**src/hdl/hfd_pkg.sv**
```systemverilog
`timescale 1ns / 1ps

package hfd_pkg;

  // sample line geometry
  localparam int unsigned ADDR_W   = 16;
  localparam int unsigned DEPTH    = 1 << ADDR_W;
  localparam int unsigned SAMPLE_W = 24;
  localparam int unsigned FRAC_W   = 16;
  localparam int unsigned WHOLE_W  = 16;

  // largest whole delay that still leaves two older neighbours
  localparam logic [WHOLE_W-1:0] MAX_WHOLE = WHOLE_W'(DEPTH - 3);

  // interpolator arithmetic widths
  localparam int unsigned COEF_W = 28;
  localparam int unsigned ACC_W  = 30;
  localparam int unsigned PROD_W = ACC_W + FRAC_W + 1;
  localparam int unsigned SUM_W  = PROD_W + 1;

  // neighbour reads per item: four for each of two taps
  localparam int unsigned RD_CNT = 8;
  localparam int unsigned RD_W   = 3;

  typedef logic signed [SAMPLE_W-1:0] sample_t;
  typedef logic [ADDR_W-1:0]          addr_t;
  typedef logic [FRAC_W-1:0]          frac_t;

  typedef enum logic [3:0] {
    ST_IDLE = 4'b0001,
    ST_READ = 4'b0010,
    ST_CALC = 4'b0100,
    ST_DONE = 4'b1000
  } state_e;

endpackage

```
**src/hdl/hfd_interp.sv**
```systemverilog
`timescale 1ns / 1ps

module hfd_interp import hfd_pkg::*; (
  input  logic    clk_i,
  input  logic    rst_ni,
  input  logic    start_i,
  input  sample_t v0_i,
  input  sample_t v1_i,
  input  sample_t v2_i,
  input  sample_t v3_i,
  input  frac_t   x_i,
  output logic    done_o,
  output sample_t y_o
);

  localparam logic [2:0] PH_LAST = 3'd5;
  localparam logic signed [ACC_W-1:0] Y_MAX = ACC_W'((1 << (SAMPLE_W - 1)) - 1);
  localparam logic signed [ACC_W-1:0] Y_MIN = -ACC_W'(1 << (SAMPLE_W - 1));

  logic                     busy_q, busy_d;
  logic [2:0]               ph_q, ph_d;
  logic                     done_q, done_d;
  logic signed [COEF_W-1:0] c1_q, c2_q, v1x2_q;
  logic signed [COEF_W-1:0] c1_d, c2_d, c3_d, v1x2_d;
  logic signed [ACC_W-1:0]  h_q, h_d;
  logic signed [PROD_W-1:0] prod_q, prod_d;
  logic signed [COEF_W-1:0] e0, e1, e2, e3, addend;
  logic signed [SUM_W-1:0]  sum;
  logic signed [SUM_W-1:0]  rnd16, rnd17;

  // doubled catmull-rom coefficients
  always_comb begin
    e0 = COEF_W'(v0_i);
    e1 = COEF_W'(v1_i);
    e2 = COEF_W'(v2_i);
    e3 = COEF_W'(v3_i);
    c1_d   = e2 - e0;
    c2_d   = (e0 <<< 1) - ((e1 <<< 2) + e1) + (e2 <<< 2) - e3;
    c3_d   = ((e1 - e2) <<< 1) + (e1 - e2) + (e3 - e0);
    v1x2_d = e1 <<< 1;
  end

  // horner step: multiply on even phases, add and round on odd phases
  always_comb begin
    case (ph_q[2:1])
      2'd0:    addend = c2_q;
      2'd1:    addend = c1_q;
      default: addend = v1x2_q;
    endcase
    sum   = SUM_W'(prod_q) + (SUM_W'(addend) <<< FRAC_W);
    rnd16 = (sum + SUM_W'(1 << (FRAC_W - 1))) >>> FRAC_W;
    rnd17 = (sum + SUM_W'(1 << FRAC_W)) >>> (FRAC_W + 1);
  end

  always_comb begin
    busy_d = busy_q;
    ph_d   = ph_q;
    h_d    = h_q;
    prod_d = prod_q;
    done_d = 1'b0;
    if (start_i) begin
      busy_d = 1'b1;
      ph_d   = '0;
      h_d    = ACC_W'(c3_d);
    end else if (busy_q) begin
      ph_d = ph_q + 3'd1;
      if (!ph_q[0]) begin
        prod_d = PROD_W'(h_q) * $signed({1'b0, x_i});
      end else if (ph_q == PH_LAST) begin
        h_d    = ACC_W'(rnd17);
        busy_d = 1'b0;
        done_d = 1'b1;
      end else begin
        h_d = ACC_W'(rnd16);
      end
    end
  end

  // control state
  always_ff @(posedge clk_i or negedge rst_ni) begin
    if (!rst_ni) begin
      busy_q <= 1'b0;
      ph_q   <= '0;
      done_q <= 1'b0;
    end else begin
      busy_q <= busy_d;
      ph_q   <= ph_d;
      done_q <= done_d;
    end
  end

  // datapath registers
  always_ff @(posedge clk_i) begin
    if (start_i) begin
      c1_q   <= c1_d;
      c2_q   <= c2_d;
      v1x2_q <= v1x2_d;
    end
    h_q    <= h_d;
    prod_q <= prod_d;
  end

  // saturate to the sample range
  always_comb begin
    if (h_q > Y_MAX) begin
      y_o = SAMPLE_W'(Y_MAX);
    end else if (h_q < Y_MIN) begin
      y_o = SAMPLE_W'(Y_MIN);
    end else begin
      y_o = SAMPLE_W'(h_q);
    end
  end

  assign done_o = done_q;

endmodule
```
**config.mk**
```make
export PLATFORM = sky130hd
export DESIGN_NAME = hfd_interp
export DESIGN_NICKNAME = d
export VERILOG_FILES = /design/src/hdl/hfd_pkg.sv /design/src/hdl/hfd_interp.sv
export SDC_FILE = /design/constraint.sdc
export NUM_CORES = 2
export LEC_CHECK = 0
export BUFFER_PORTS_ARGS = -buffer_cell sky130_fd_sc_hd__buf_4
export CAP_MARGIN = 10
export CORE_MARGIN = 5
export CORE_UTILIZATION = 25
export CTS_CLUSTER_SIZE = 25
export DETAILED_ROUTE_END_ITERATION = 8
export HOLD_SLACK_MARGIN = 0.08
export PLACE_DENSITY = 0.47
export SLEW_MARGIN = 20
export SYNTH_ARGS = -nofsm -noshare
export SYNTH_HDL_FRONTEND = slang
export SYNTH_SLANG_ARGS = --single-unit
```
**constraint.sdc**
```tcl
create_clock -name clk_i -period 6.8 [get_ports clk_i]
set_input_delay 1.36 -clock clk_i [delete_from_list [all_inputs] [get_ports clk_i]]
set_output_delay 1.36 -clock clk_i [all_outputs]
set_load 0.03 [all_outputs]
```
==> impl_metrics.yaml <==
critical_path:
  crit_chain: "buf_6 > buf_12 > and2_4 > fa_1 > fa_1 > fa_1 > fa_1 > fa_1 > fa_1 > ha_4 > buf_4 > a21oi_2 > o21a_1 > o221ai_4 > or3_4 > o2111a_2 > nor2_4 > a211oi_4 > a31oi_2 > o21ai_1 > a31oi_1 > xnor2_1"
  worstSetupStartpointType: "primary input"
  rr_startpoint: "h_q[14]"
  cp_slowest_stage_delay_ns: 0.58
  ff2ff_path_depth: 26
  path_common_cell: "fa_1"
  reg2reg_slack_ns: 0.25
  critPathKind: "in -> reg"
  cp.required_ns: 7.01
  crit_cells: 22
  path_max_fanout: 6
  cp-end-kind: "flip-flop"
  startpoint: "x_i[12]"
  crit_slowest_cell: "fa_1"
  critPathTopFamily: "adder cells"
  cp.arrival_ns: 7.15
  crit-reg2reg-capture: "prod_q[46]"
  crit_end: "prod_q[46]"
  worst-path-buf-inv: 3
timing:
  rsz0062_at_grt: "yes"
  setup_violations: 15
  hold_violations: 0
  worstMarginPinSlew_ns: 0.9263
  drv_slew: 0
  slew_headroom_pct: 37.68
  max_freq_mhz: 144.0
  period_minus_slack_ns: 6.943
  finClkSkew_ns: 0.01839
  finalCritPeriodShare_pct: 102.1
  fin_ws_ns: -0.1427
cts:
  hold_buffers: 0
  clockBufferDepth: 2
  cts-htree-levels: 4
  ctsRootBufferMaster: "clkbuf_16"
  clkTransAtPathRegs_ns: 0.07
  clk_latency_ns: 0.45
  cts_tree: "built"
  clock_sinks: 144
  numCtsBuffers: 17
worst_hold_path:
  hold_class: "reg -> reg"
synth:
  yosys-top-cells-count: "inv_1, fa_1, nand2_1, ha_1, and2_1"
  synth.area.top_cells: "fa_1, edfxtp_1, ha_1"
  synth_ff_type: "edfxtp_1"
  synth.most_common_cell: "inv_1"
  synthesis.nets: 4490
  syn_area_um2: 32580
  ys_warn_count: 0
  synth_top_area_share_pct: 36.07
  yosysTopAreaCell: "fa_1"
  syn_inst: 3537
  synth-edff-count: 139
  avgSynthCellArea_um2: 9.212
  yosys_register_bits: 144
  synth.distinct_cells: 101
  ys_seq_area_share_pct: 13.20
  async_flop_share_pct: 3.472
final_layout:
  fin_cells: 5709
  finish.utilization_pct: 31.00
  drive_above_1_share_pct: 19.69
  finalNetCount: 4906
  nFillCells: 13760
  syn2layout_area_growth_pct: 23.21
job:
  maxCapViolCount: 0
floorplan:
  core_um2: 129500
  die_y_um: 371.0
  dieWidth_um: 371.0
  row_count: 132
  initial_core_util_pct: 25.16
  die-area_um2: 137600
  io_pins: 140
route:
  wl_per_cell_um: 16.36
  vias_per_cell: 4.365
  ant_nets: 0
  route.vias.total: 24920
  drtIter0Drc: 1268
  first_pass_iters: 6
  drt_wl_total_um: 93390
  drc: 0
outcome:
  status: "complete, but fails checks"
  violations: "negative setup slack"
place:
  dp.cells: 5634
  hpwl_um: 79370
  place_congestion: 0.8337
  numPortBuffers: 139
  pre_cts_ws_ns: -1.028
global_routing:
  grt_pass1_wl_um: 149600
  grt-ovfl-total: 0
  grt_pass1_vias: 26840
  grt_start_max_net_pins: 55
  grtUsageTotal_pct: 13.73
  antenna_found_initial: 3
## worst min-delay path by stage
stage          depth (start not counted)  endpoint  slack, ns  startpoint
2_1_floorplan                          2   ph_q[1]       0.54      busy_q
3_3_place_gp                           1   ph_q[1]       0.60      busy_q
3_5_place_dp                           2    busy_q       0.60      busy_q
4_1_cts                                1   ph_q[1]       0.61      busy_q
5_1_grt                                1   ph_q[1]       0.65      busy_q
6_report                               1   ph_q[1]       0.61      busy_q
## flip-flops by register name, indices dropped and copies added (netlist names)
signal and cells:
prod_q 32, ph_q 3, busy_q 1, v1x2_q 24, h_q 30, c2_q 28
c1_q 25, done_o 1
## logic make-up after synthesis
| logic type | synth area share [%] |
|---|---|
| fa+ha+maj | 45.71 |
| mux | 1.164 |
| flops | 13.20 |
| simple gates | 15.00 |
| compound gates | 10.40 |
| xor+xnor | 4.378 |
| buf+inv | 10.15 |
## cell usage in the layout (no fill, tap or decap), types with 17 or more instances in the layout
cell type / Yosys / layout
buf_12: 0 / 27
inv_1: 726 / 704
xnor2_1: 100 / 95
fa_1: 587 / 570
nand2b_1: 17 / 17
o21a_1: 28 / 27
nand2_1: 414 / 404
fa_2: 0 / 17
a21o_1: 67 / 67
nand3_1: 46 / 43
ha_4: 0 / 17
edfxtp_1: 139 / 139
mux2i_1: 32 / 32
o21ai_0: 91 / 80
nor2_1: 132 / 122
ha_1: 251 / 232
nor2b_1: 24 / 24
and2_4: 0 / 18
clkbuf_16: 0 / 20
a21oi_1: 137 / 117
a21oi_2: 1 / 18
and2_1: 215 / 198
buf_4: 3 / 473
nor3_1: 50 / 42
inv_2: 0 / 20
xor2_1: 61 / 55
## metal layers
metal / vias to the layer above / routed length (µm) / global-route usage [%]
met5: - / 0 / 0
met4: 0 / 1152 / 2.024
met3: 58 / 3091 / 1.395
met2: 444 / 43740 / 22.64
met1: 12400 / 45410 / 19.91
li1: 12020 / - / -
## cell type report
type | count | area [µm²] | share of cell area [%]
Clock buffer | 20 | 436.7 | 1.088
Antenna cell | 1 | 2.502 | 0.006234
Timing Repair Buffer | 525 | 4513 | 11.24
Tap cell | 1742 | 2180 | 5.430
Clock inverter | 12 | 136.4 | 0.3397
Sequential cell | 144 | 4300 | 10.71
Inverter | 727 | 2744 | 6.835
Multi-Input combinational cell | 2538 | 25830 | 64.35
## per-stage QoR
step           hold slack [ns]  area, µm²  setup TNS [ns]
2_1_floorplan           0.5388      32870          -2.046
3_3_place_gp            0.6009      38250          -25.25
3_5_place_dp            0.6017      38250          -26.34
4_1_cts                 0.6146      39500          -2.217
5_1_grt                 0.6537      40140          -6.188
6_report                0.6122      40140          -1.103
## repair_timing
item	4_1_cts	5_1_grt
pin swaps	72	75
setup buffers	20	17
resized for setup	111	92
endpoints found under the setup margin	33	36
gates cloned	3	3
hold endpoints to repair	0	0
Power is left out: the tool's default activity adds up to more than one toggle a clock period on the data nets, which glitch-free logic cannot reach.
